## config.mk

```make
export PLATFORM = sky130hd
export DESIGN_NAME = lbe_cell
export DESIGN_NICKNAME = d
export VERILOG_FILES = /design/src/lru_byte_budget_evictor_core_macros.svh /design/src/lbe_pkg.sv /design/src/lbe_cell.sv
export SDC_FILE = /design/constraint.sdc
export NUM_CORES = 1
export LEC_CHECK = 0
export BUFFER_PORTS_ARGS = -buffer_cell sky130_fd_sc_hd__buf_2
export CAP_MARGIN = 20
export CORE_MARGIN = 2
export CORE_UTILIZATION = 51
export CTS_BUF_LIST = sky130_fd_sc_hd__clkbuf_8 sky130_fd_sc_hd__clkbuf_16
export CTS_CLUSTER_DIAMETER = 200
export DETAILED_ROUTE_END_ITERATION = 8
export GPL_TIMING_DRIVEN = 0
export PLACE_DENSITY_LB_ADDON = 0.25
export SETUP_SLACK_MARGIN = 0.3
export SYNTH_ARGS = -nofsm -noshare
export SYNTH_HDL_FRONTEND = slang
export SYNTH_SLANG_ARGS = --single-unit
```

## constraint.sdc

```tcl
create_clock -name clock -period 9.63 [get_ports clock]
set_input_delay 0.963 -clock clock [delete_from_list [all_inputs] [get_ports clock]]
set_output_delay 0.963 -clock clock [all_outputs]
set_load 0.01 [all_outputs]
```

## src/lru_byte_budget_evictor_core_macros.svh

```systemverilog
// Assertion macros for the byte-budget evictor.
`ifndef LRU_BYTE_BUDGET_EVICTOR_CORE_MACROS_SVH
`define LRU_BYTE_BUDGET_EVICTOR_CORE_MACROS_SVH
`ifndef SYNTH
`define LBE_ASSERT_SAME(label, ante, cons) \
   label: assert property (@(posedge clock) disable iff (reset) (ante) |-> (cons)) \
      else $error("lbe check failed");
`define LBE_ASSERT_NEXT(label, ante, cons) \
   label: assert property (@(posedge clock) disable iff (reset) (ante) |=> (cons)) \
      else $error("lbe check failed");
`else
`define LBE_ASSERT_SAME(label, ante, cons)
`define LBE_ASSERT_NEXT(label, ante, cons)
`endif
`endif

```

## src/lbe_pkg.sv

```systemverilog
`timescale 1ns / 1ps
// ----------------------------------------------------------------------------
// lbe_pkg
// Shared types and constants of the byte-budget LRU evictor.
// ----------------------------------------------------------------------------
package lbe_pkg;
   localparam int ENTRIES   = 32;
   localparam int RANK_W    = $clog2(ENTRIES);
   localparam int CNT_W     = $clog2(ENTRIES + 1);
   localparam int SIZE_BITS = 36;
   localparam int KEY_W     = 64;
   localparam int BYTE_W    = 41;
   localparam int EVC_W     = 32;
   localparam logic [BYTE_W-1:0] DEFAULT_BUDGET = 41'd4294967296;

   localparam logic [2:0] ACT_REGISTER   = 3'd0;
   localparam logic [2:0] ACT_UNREGISTER = 3'd1;
   localparam logic [2:0] ACT_TOUCH      = 3'd2;
   localparam logic [2:0] ACT_EVICT      = 3'd3;
   localparam logic [2:0] ACT_QUERY      = 3'd4;

   localparam logic [1:0] ST_OK        = 2'd0;
   localparam logic [1:0] ST_FULL      = 2'd1;
   localparam logic [1:0] ST_NOT_FOUND = 2'd2;

   typedef enum logic [2:0] {
      OP_NONE, OP_INSERT, OP_RESIZE, OP_DROP, OP_TOUCH
   } op_type;

   typedef enum logic [1:0] {
      PICK_MATCH, PICK_FREE, PICK_OLDEST
   } pick_type;

   typedef enum logic [1:0] {
      S_IDLE, S_EXEC, S_EVICT, S_OUT
   } state_type;

   typedef struct packed {
      op_type                op;
      pick_type              pick;
      logic [KEY_W-1:0]      key;
      logic [SIZE_BITS-1:0]  size;
      logic [RANK_W-1:0]     ref_rank;
      logic [RANK_W-1:0]     new_rank;
   } cmd_type;

   typedef struct packed {
      logic match;
      logic sel;
   } stat_type;
endpackage

```

## src/lbe_cell.sv

```systemverilog
`timescale 1ns / 1ps
// ----------------------------------------------------------------------------
// lbe_cell
// One table entry: key, size and age rank, with its own compare and update.
// ----------------------------------------------------------------------------
module lbe_cell (
   input  logic                           clock,
   input  logic                           reset,
   input  lbe_pkg::cmd_type               cmd,
   input  logic                           free_in,
   output logic                           free_out,
   output lbe_pkg::stat_type              stat,
   output logic [lbe_pkg::KEY_W-1:0]      sel_key,
   output logic [lbe_pkg::SIZE_BITS-1:0]  sel_size,
   output logic [lbe_pkg::RANK_W-1:0]     sel_rank
);
   import lbe_pkg::*;

   logic                 valid_ff, valid_in;
   logic [KEY_W-1:0]     key_ff, key_in;
   logic [SIZE_BITS-1:0] size_ff, size_in;
   logic [RANK_W-1:0]    rank_ff, rank_in;
   logic                 match, oldest, first_free, sel;

   assign match      = valid_ff && (key_ff == cmd.key);
   assign oldest     = valid_ff && (rank_ff == '0);
   // The first free cell along the chain takes a new tile.
   assign first_free = !valid_ff && !free_in;
   assign free_out   = free_in || !valid_ff;

   always_comb begin
      case (cmd.pick)
         PICK_MATCH: sel = match;
         PICK_FREE:  sel = first_free;
         default:    sel = oldest;
      endcase
   end

   assign stat.match = match;
   assign stat.sel   = sel;
   assign sel_key    = sel ? key_ff : '0;
   assign sel_size   = sel ? size_ff : '0;
   assign sel_rank   = sel ? rank_ff : '0;

   always_comb begin
      valid_in = valid_ff;
      key_in   = key_ff;
      size_in  = size_ff;
      rank_in  = rank_ff;
      case (cmd.op)
         OP_INSERT: begin
            if (sel) begin
               valid_in = 1'b1;
               key_in   = cmd.key;
               size_in  = cmd.size;
               rank_in  = cmd.new_rank;
            end
         end
         OP_RESIZE: begin
            if (sel) size_in = cmd.size;
         end
         OP_DROP: begin
            if (sel) valid_in = 1'b0;
            else if (valid_ff && rank_ff > cmd.ref_rank) rank_in = rank_ff - 1'b1;
         end
         OP_TOUCH: begin
            if (sel) rank_in = cmd.new_rank;
            else if (valid_ff && rank_ff > cmd.ref_rank) rank_in = rank_ff - 1'b1;
         end
         default: ;
      endcase
   end

   always_ff @(posedge clock) begin
      if (reset) begin
         valid_ff <= 1'b0;
      end else begin
         valid_ff <= valid_in;
      end
      key_ff  <= key_in;
      size_ff <= size_in;
      rank_ff <= rank_in;
   end
endmodule

```

# Word-level counts from Yosys, hierarchy flattened
# Cells that the tools add are included.
# W data, S select, Z words.
# op_classes
n_eq_ne	9
n_addsub	1
n_mux	12
reduce_logical	16
magnitude_cmp	1
# ops
cell	n
$eq A64 B64 Y1	1
$mux W64	1
$mux W36	1
$mux W5	5
$pmux W5 S3	1
$eq A3 B2 Y1 const B	2
$ne A2 B2 Y1 const B	3
$reduce_and A3 Y1	2
$gt A5 B5 Y1	1
$logic_not A5 Y1	1
$sub A5 B1 Y5 const B	1
$logic_and A1 B1 Y1	4
$pmux W1 S2	2
$reduce_and A2 Y1	2
$eq A3 B1 Y1 const B	1
$eq A3 B3 Y1 const B	1
$reduce_bool A3 Y1	1
$eq A2 B1 Y1 const B	1
$logic_not A1 Y1	2
$logic_not A2 Y1	1
$mux W1	2
$reduce_bool A2 Y1	1
$reduce_or A2 Y1	1
$logic_or A1 B1 Y1	1
# word_totals
in_bits	118
regBits	106
output_inout_bits	108
word_cells	43

# Depth between registers and ports, before layout
# Gate-level depths: netlist of the first run.
# logic_depth
word_depth	5
ltp_mapped	10
ltp_nobuf	9

# Worst setup path before layout of the first run
# Ideal clock, no wire load.
# synth_timing
path_type	input port to flip-flop
from	in cmd[75] in the netlist's numbering
to	reg key_ff[0], enable pin
cell_stages	8
path_slack_ns	4.052
setup_ns	0.486
required_time_ns	9.144
arrival_time_ns	5.092
path_buffers	1
cell_sequence	nor2b_1 -> a2111o_1 -> nor4_1 -> nand4_1 -> o31ai_2 -> clkbuf_1 -> nand2_1 -> nor2_1
# synth_via
elab_chain_cells	4
# synth_lines
element	line_no	rtl
start: declaration	lbe_cell.sv:9	input lbe_pkg::cmd_type cmd,
$eq A64 B64 Y1	lbe_cell.sv:25	assign match = valid_ff && (key_ff == cmd.key);
$logic_and A1 B1 Y1	lbe_cell.sv:25	
$pmux W1 S2	lbe_cell.sv:32	case (cmd.pick)
via sel	lbe_cell.sv:23	logic match, oldest, first_free, sel;
$reduce_and A2 Y1 (no source line)	--	
end signal: assignment	lbe_cell.sv:80	key_ff <= key_in;
end: declaration	lbe_cell.sv:20	logic [KEY_W-1:0] key_ff, key_in;
# The timed path passes the listed nets, and every way through them passes these cells.
# A chain may end at the register's enable or synchronous reset.

# Worst setup path after layout of the first run
# layout_timing
from	in cmd[75] in the netlist's numbering
to	out sel_key[37] in the netlist's numbering
# layout_via
elab_chain_cells	4
# layout_lines
element	line_no	rtl
$eq A64 B64 Y1	lbe_cell.sv:25	
$logic_and A1 B1 Y1	lbe_cell.sv:25	
$pmux W1 S2	lbe_cell.sv:32	
$mux W64	lbe_cell.sv:41	assign sel_key = sel ? key_ff : '0;
end: declaration	lbe_cell.sv:13	output logic [lbe_pkg::KEY_W-1:0] sel_key,
# Every way passes these cells.

==> flow_metrics.tcl, run 1 <==
set metrics [dict create \
    die_w_um 104 \
    placed_cell_area_mm2 0.00640 \
    num_vias 3702 \
    finish.instance_area_mm2 0.00657 \
    tightest_slew_ps 785 \
    clk-insertion-delay-late_ps 360 \
    ys_types 36 \
    synthCells 389 \
    antenna_left 0 \
    syn-cell-area_mm2 0.00505 \
    grt_usage_pct 22.5 \
    cts_inserted_buffers 9 \
    crit_path_start_kind "input pin" \
    status "finished clean" \
    drive_gt1_share_pct 39.8 \
    slowest_stage "clkbuf_1" \
    ys_warn_count 0 \
    period_share_pct 47.4 \
    fmax_ghz 0.219 \
    power.density_mw_per_mm2 129 \
    grt_pass1_vias 3779 \
    yosys_most_used_dff "edfxtp_1" \
    die_y_um 104 \
    ctsResizeCount 0 \
    critical_path_class "input pin to primary output" \
    end_kind "primary output" \
    worst_clock_skew_ps 9.51 \
    register_area_mm2 0.00317 \
    synth_edf_count 105 \
    final_util_pct 67.8 \
    dr_wl_met3_um 937 \
    clock_sinks 106 \
    holdWs_ps 607 \
    initial_core_util_pct 52.2 \
    avgViaCountPerCell 4.85 \
    critPathTopFamily "buffers and inverters" \
    synth.yosys.seq_area_share_pct 62.8 \
    hold_path_class "flop to flop" \
    slew_viol_final 0 \
    cts_tree "built" \
    synth.avg_cell_area_um2 13.0 \
    yosys-top-cells-area "edfxtp_1, and2_1, xnor2_1" \
    cts_max_path_buffers 2 \
    cp_max_fo 10 \
    path_cells "buf_2 -> nor2b_1 -> a2111o_1 -> nor4_1 -> nand4_1 -> o31ai_2 -> buf_2 -> clkbuf_1 -> and2_1 -> buf_2" \
    htree_levels 3 \
    multi_input_area_mm2 0.00173 \
    clkTransAtPathRegs_ps 100 \
    ys_top_cells_by_count "and2_1, edfxtp_1, xnor2_1" \
    globalplace.congestion 0.815 \
    cts-root-buf "clkbuf_8" \
    crit_buf_inv 4 \
    synth.largest_area_cell "edfxtp_1" \
    top_layer_used "met4" \
    fin_nets 750 \
    syn-num-nets 513 \
    io_buffer_count 224 \
    wl_per_cell_um 15.7 \
    grt_max_degree 37 \
    antenna_found_initial 0 \
    drc 0 \
    die_area_mm2 0.0107 \
    met2_length_mm 5.96 \
    finalHoldViolations 0 \
    cts-hold-fix-buffers 0 \
    post-place-ws_ps 5010 \
    worst-endpoint-required_ps 8670 \
    worst_slack_ps 5070 \
    coreArea_mm2 0.00968 \
    final_cells 764 \
    grt_first_pass_wirelength_mm 18.8 \
    rsz0062_at_grt "no" \
    setup-tns-final_ps 0 \
    period_minus_slack_ps 4560 \
    wl_met1_mm 4.78 \
    finalSetupViolations 0 \
    rows 36 \
    area_growth_syn_to_layout_pct 30.0 \
    synthArstFlopShare_pct 0 \
    p_leak_nw 2.87 \
    max_slew_margin_pct 47.7 \
    power_mw 0.846 \
    postCtsSetupBuffers 0 \
    synth_seq_cells 106 \
    fill_cells 766 \
    cpMostUsedCell "buf_2" \
    vdd_drop_max_mv 0.109 \
    grt-ovfl-total 0 \
    r2r_setup_slack_ps 6030 \
    worst_ep_arrival_time_ps 3600 \
    placedCellCount 748 \
    drt_iter0_drc 159 \
    ios 226 \
    dr.pass1.iters 4 \
    drv_cap 0 \
    routed_wl_mm 12.0 \
    slowest_delay_ps 470 \
    dp_hpwl_mm 9.43 \
    synth_top_area_share_pct 62.4 \
    antennaDiodeCount 0 \
]
registers in the layout, summed over array words and instances (netlist names):
| name | cells |
|---|---|
| key_ff | 64 |
| size_ff | 36 |
| rank_ff | 5 |
| valid_ff | 1 |
layout by cell type, fill, tap and decap left out, drive strengths merged, types with 2 or more instances in the layout:
cell type,n
nor2b,7
and2,105
nor4,6
nand2b,6
nor2,8
ha,6
o2111ai,2
mux2,5
o22ai,5
nand2,5
xnor2,47
inv,26
a2111o,2
a21oi,2
xor2,8
o21ai,3
clkbuf,20
clkinv,3
clkinvlp,2
edfxtp,105
buf,230
nand4,14
cell type report:
| cell class | count | area share, % |
|---|---|---|
| inverters | 24 | 1.37 |
| clock buffers | 9 | 1.89 |
| plain buffers | 15 | 1.01 |
| multi-input cells | 244 | 26.4 |
| well taps | 133 | 2.53 |
| repair buffers | 226 | 17.9 |
| clock inverters | 7 | 0.591 |
| flip-flops and latches | 106 | 48.3 |
tightest hold or removal path: cells and delay by family, from the launching register on:
| family | cells | cell delay, ps |
|---|---|---|
| AOI/OAI and AO/OA | 2 | 190 |
| DFF | 1 | 380 |
metal layers:
layer / track usage [%] / vias up
met2: 37.9 / 161
li1: - / 1826
met3: 6.67 / 27
met1: 27.4 / 1688
met4: 8.98 / 0
met5: 0 / -
worst paths after layout:
| check | endpoint | startpoint | depth (start not counted) |
|---|---|---|---|
| worst min-delay path | valid_ff | valid_ff | 2 |
| worst min register to register | valid_ff | valid_ff | 2 |
| worst max-delay path | sel_key[37] | cmd[75] | 10 |
| worst max register to register | key_ff[7] | key_ff[54] | 10 |
logic make-up after synthesis:
kind of cell | after synthesis | synth area share [%]
simple gates | 157 | 18.8
flops | 106 | 62.8
xor+xnor | 55 | 9.53
buf+inv | 39 | 3.09
compound gates | 21 | 3.14
fa+ha+maj | 6 | 1.49
mux | 5 | 1.11
report_power, final:
group | total, mW | switching [mW] | internal (mW) | leakage, nW
Sequential | 0.518 | 0.00389 | 0.514 | 0.957
Clock | 0.236 | 0.145 | 0.0911 | 0.0829
Combinational | 0.0912 | 0.0450 | 0.0461 | 1.83
Note: power is estimated with default switching activity, not from simulation.
==> run 2, diff against run 1 <==
CORE_UTILIZATION = 43   (was 51)
clock period = 3.8 ns   (was 9.63 ns; I/O delays follow)
==> run 2 against run 1 <==
Effect of this change: worst hold slack worse by 420 ps; core utilization is 9.0 points lower; cell count is 1.4% higher; flip-flop and latch count stayed put; clock power grew to 3.7 times the previous value; die area is 18% higher; critical path depth stayed put; critical path type is now flop to primary output; critical endpoint is now sel_key[22]; largest cell class unchanged.
==> flow_metrics.tcl, run 2 (synthesis gave the netlist of run 1 again) <==
set metrics [dict create \
    status "finished clean" \
    worst_ep_arrival_time_ps 2980 \
    holdWs_ps 190 \
    drive_gt1_share_pct 41.9 \
    globalplace.congestion 0.801 \
    worst_clock_skew_ps 7.34 \
    internal_power_mw 1.87 \
    fmax_ghz 0.298 \
    grt-ovfl-total 0 \
    htree_levels 3 \
    top_register "key_ff" \
    dr.pass1.iters 4 \
    routed_wl_mm 12.3 \
    grt_pass1_vias 3735 \
    slew_viol_final 0 \
    max_slew_margin_pct 46.7 \
    fin_nets 751 \
    worst-endpoint-required_ps 3420 \
    die_w_um 112 \
    switchingPower_mw 0.549 \
    cp_max_fo 10 \
    io_buffer_count 224 \
    hold_depth 2 \
    num_vias 3702 \
    power.density_mw_per_mm2 359 \
    rows 39 \
    hold_path_class "input pin to flop" \
    seqPwrFrac_pct 54.3 \
    clock_sinks 106 \
    clkTransAtPathRegs_ps 70 \
    finalSetupViolations 0 \
    ios 226 \
    tightest_slew_ps 799 \
    mostFrequentLayoutCells "buf_2, and2_1, edfxtp_1, xnor2_1, inv_1" \
    end_kind "primary output" \
    antenna_left 0 \
    reg2reg_depth 10 \
    wl_per_cell_um 15.8 \
    area_growth_syn_to_layout_pct 33.4 \
    grt_max_degree 37 \
    setup-tns-final_ps 0 \
    drt_iter0_drc 183 \
    final_common_cell "buf_2" \
    die_y_um 112 \
    grt_usage_pct 19.4 \
    crit_path_start_kind "flop" \
    rsz0062_at_grt "no" \
    cts_max_path_buffers 2 \
    antenna_found_initial 0 \
    antennaDiodeCount 0 \
    period_share_pct 88.3 \
    drv_cap 0 \
    coreArea_mm2 0.0115 \
    p_leak_nw 2.96 \
    grt_first_pass_wirelength_mm 18.9 \
    switching_share_pct 22.7 \
    cts-root-buf "clkbuf_16" \
    largestRegisters "key_ff: 64 flops, size_ff: 36 flops, rank_ff: 5 flops" \
    cts_tree "built" \
    pwr-share-clk_pct 36.0 \
    combPwrFrac_pct 9.7 \
    vdd_drop_max_mv 0.275 \
    post-place-ws_ps -86.8 \
    largest_register_ffs 64 \
    clk-insertion-delay-late_ps 350 \
    drc 0 \
    period_minus_slack_ps 3360 \
    avgViaCountPerCell 4.78 \
    critical_path_class "flop to primary output" \
    die_area_mm2 0.0126 \
    fill_cells 978 \
    worst_slack_ps 444 \
    initial_core_util_pct 44.1 \
    finalHoldViolations 0 \
    cts-hold-fix-buffers 0 \
    cts_inserted_buffers 9 \
    dp_hpwl_mm 9.42 \
]
## run 2: cell count changes in the layout (fill, tap and decap cells not counted), moves of 2 or more
cell / change
clkinv_1: -2
clkbuf_2: +3
buf_12: +2
clkbuf_4: +6
clkinv_4: +3
clkbuf_16: +9
buf_4: +2
clkbuf_1: -9
buf_16: -2
clkbuf_8: -9
## run 2: power groups by stage
stage	combinational (mW)	clock [mW]	sequential (mW)
after floorplan	0.110	0	1.34
after global placement	0.226	0	1.34
after detailed placement	0.233	0	1.34
after CTS	0.236	0.895	1.31
after global routing	0.261	0.933	1.32
final	0.235	0.872	1.31
## run 2: layout make-up
type / instances / area [µm²] / share of cell area (%)
tap: 143 / 179 / 2.65
multi-input combinational: 244 / 1760 / 26.1
timing repair buffer: 227 / 1170 / 17.3
clock buffer: 9 / 225 / 3.34
sequential: 106 / 3170 / 47.1
clock inverter: 7 / 55.1 / 0.816
buffer: 15 / 95.1 / 1.41
inverter: 24 / 90.1 / 1.34
## run 2: final timing paths
kind / startpoint / end / slack, ps
worst max-delay path: key_ff[7] / sel_key[22] / 440
worst min-delay path: reset / valid_ff / 190
worst max register to register: key_ff[7] / key_ff[30] / 550
worst min register to register: valid_ff / valid_ff / 640
## run 2: timing repair
action	in CTS	in global routing
endpoints found under the setup margin	196	179
cloned	0	0
setup buffers	1	0
resized for setup	11	15
pin swaps	1	0
## run 2: routing by layer
metal | wire, µm | vias to the layer above | global-route usage [%]
li1 | - | 1832 | -
met1 | 5210 | 1720 | 24.8
met2 | 5940 | 131 | 31.8
met3 | 837 | 19 | 5.13
met4 | 258 | 0 | 7.64
met5 | 0 | - | 0
## run 2: metrics by stage
step           std cells  utilization [%]  instance area [µm²]  total power [mW]
2_1_floorplan        389                -                 5060              1.45
3_3_place_gp         756             55.5                 6360              1.57
3_5_place_dp         758             55.8                 6400              1.57
4_1_cts              775             58.6                 6720              2.44
5_1_grt              775             58.8                 6740              2.51
6_report             775             58.8                 6740              2.42
## run 2: worst max-delay path, cell delays in order, from the launching register on
cell and delay (ps):
edfxtp_1 410, nor2b_1 150, a2111o_1 420, nor4_4 290, nand4_1 120, buf_4 180
o31ai_4 250, buf_4 230, clkbuf_4 250, and2_1 170, buf_2 130
==> run 3, diff against run 2 <==
RECOVER_POWER = 50   (was default)
==> run 3 against run 2 <==
Effect of this change: flip-flop and latch count is the same; combinational power is 5% lower; worst hold slack improved by 3.5 ps; via count up 0.49%; routed wire length grew 0.18%; core utilization fell by 1.0 points; clock skew rose by 1.4 ps; die area unchanged; critical path type unchanged; largest power group unchanged.
==> flow_metrics.tcl, run 3 (synthesis gave the netlist of run 1 again) <==
set metrics [dict create \
    vdd_drop_max_mv 0.279 \
    io_buffer_count 224 \
    period_minus_slack_ps 3460 \
    cts-hold-fix-buffers 0 \
    rows 39 \
    hold_path_class "input pin to flop" \
    fmax_ghz 0.289 \
    antenna_left 0 \
    cts_inserted_buffers 9 \
    tightest_slew_ps 800 \
    rsz0062_at_grt "no" \
    globalplace.congestion 0.801 \
    drc 0 \
    largest_register_ffs 64 \
    htree_levels 3 \
    area_growth_syn_to_layout_pct 31.1 \
    wl_met1_mm 5.16 \
    critical_path_class "flop to primary output" \
    dp_hpwl_mm 9.42 \
    r2r_setup_slack_ps 490 \
    drv_cap 0 \
    status "finished clean" \
    p_leak_nw 2.68 \
    top_register "key_ff" \
    power.density_mw_per_mm2 363 \
    drive_gt1_share_pct 27.7 \
    finalSetupViolations 0 \
    worst_clock_skew_ps 8.79 \
    coreArea_mm2 0.0115 \
    met2_length_mm 5.98 \
    clock_sinks 106 \
    worst-endpoint-required_ps 3420 \
    antennaDiodeCount 0 \
    dr_wl_met3_um 885 \
    routed_wl_mm 12.3 \
    max_slew_margin_pct 46.6 \
    slew_viol_final 0 \
    finalHoldViolations 0 \
    setup-tns-final_ps 0 \
    die_w_um 112 \
    grt_max_degree 37 \
    cts_tree "built" \
    die_y_um 112 \
    grt_first_pass_wirelength_mm 18.9 \
    cts_max_path_buffers 2 \
    antenna_found_initial 0 \
    cts-root-buf "clkbuf_16" \
    grt_pass1_vias 3735 \
    fin_nets 751 \
    die_area_mm2 0.0126 \
    grt_usage_pct 19.4 \
    ios 226 \
    final_util_pct 57.8 \
    wl_per_cell_um 15.8 \
    period_share_pct 91.0 \
    crit_path_start_kind "flop" \
    largestRegisters "key_ff: 64 flops, size_ff: 36 flops, rank_ff: 5 flops" \
    final_common_cell "buf_2" \
    grt-ovfl-total 0 \
    top_layer_used "met4" \
    avgViaCountPerCell 4.80 \
    dr.pass1.iters 4 \
    initial_core_util_pct 44.1 \
    cp_max_fo 10 \
    clkTransAtPathRegs_ps 70 \
    drt_iter0_drc 190 \
    worst_ep_arrival_time_ps 3080 \
    end_kind "primary output" \
    num_vias 3720 \
    clk-insertion-delay-late_ps 350 \
    mostFrequentLayoutCells "buf_2, edfxtp_1, and2_1, clkbuf_1, xnor2_1" \
]
-- run 3: cell count changes in the layout (fill, tap and decap cells not counted), sizes merged --
cell	change
buf	-88
clkbuf	+88
-- run 3: critical path: stages, from the launching register on --
cell and delay (ps):
edfxtp_1 410, nor2b_1 150, a2111o_1 420, nor4_4 290, nand4_1 120, clkbuf_1 210
o31ai_4 280, buf_4 230, clkbuf_1 280, and2_1 180, clkbuf_1 150
-- run 3: final timing paths --
check                                from          end  cells past startpoint
worst min-delay path                reset     valid_ff                      2
worst min register to register   valid_ff     valid_ff                      2
worst max register to register  key_ff[7]   key_ff[58]                     10
worst max-delay path            key_ff[7]  sel_size[6]                     10
-- run 3: metrics by stage --
stage          instance area (µm²)  cells  setup slack [ps]  total power [mW]  hold WS, ps
4_1_cts                       6720    775               322              2.44          176
3_5_place_dp                  6400    758             -86.8              1.57          548
3_3_place_gp                  6360    756              -708              1.57          542
6_report                      6630    775               344              2.41          193
5_1_grt                       6630    775               151              2.50          180
2_1_floorplan                 5060    389               560              1.45          452
-- run 3: report_power, final --
part	switching [mW]	leakage, nW	total, mW	internal (mW)
registers	0.00988	0.957	1.31	1.30
logic	0.116	1.58	0.224	0.108
clock network	0.419	0.137	0.868	0.449
-- run 3: layer usage --
layer,vias up,GRT usage [%]
met5,-,0
met4,0,7.64
met3,17,5.13
met2,138,31.8
met1,1735,24.8
li1,1830,-
-- run 3: what timing repair did --
item	in CTS	in global routing
resized for setup	11	15
hold endpoints to repair	0	0
setup buffers	1	0
pin swaps	1	0
setup endpoints to repair	196	179
-- run 3: layout make-up --
type	count	area [µm²]
multi-input combinational	244	1760
sequential	106	3170
clock buffer	9	225
buffer	15	92.6
tap	143	179
clock inverter	7	55.1
fill	1021	4840
inverter	24	90.1
timing repair buffer	227	1060
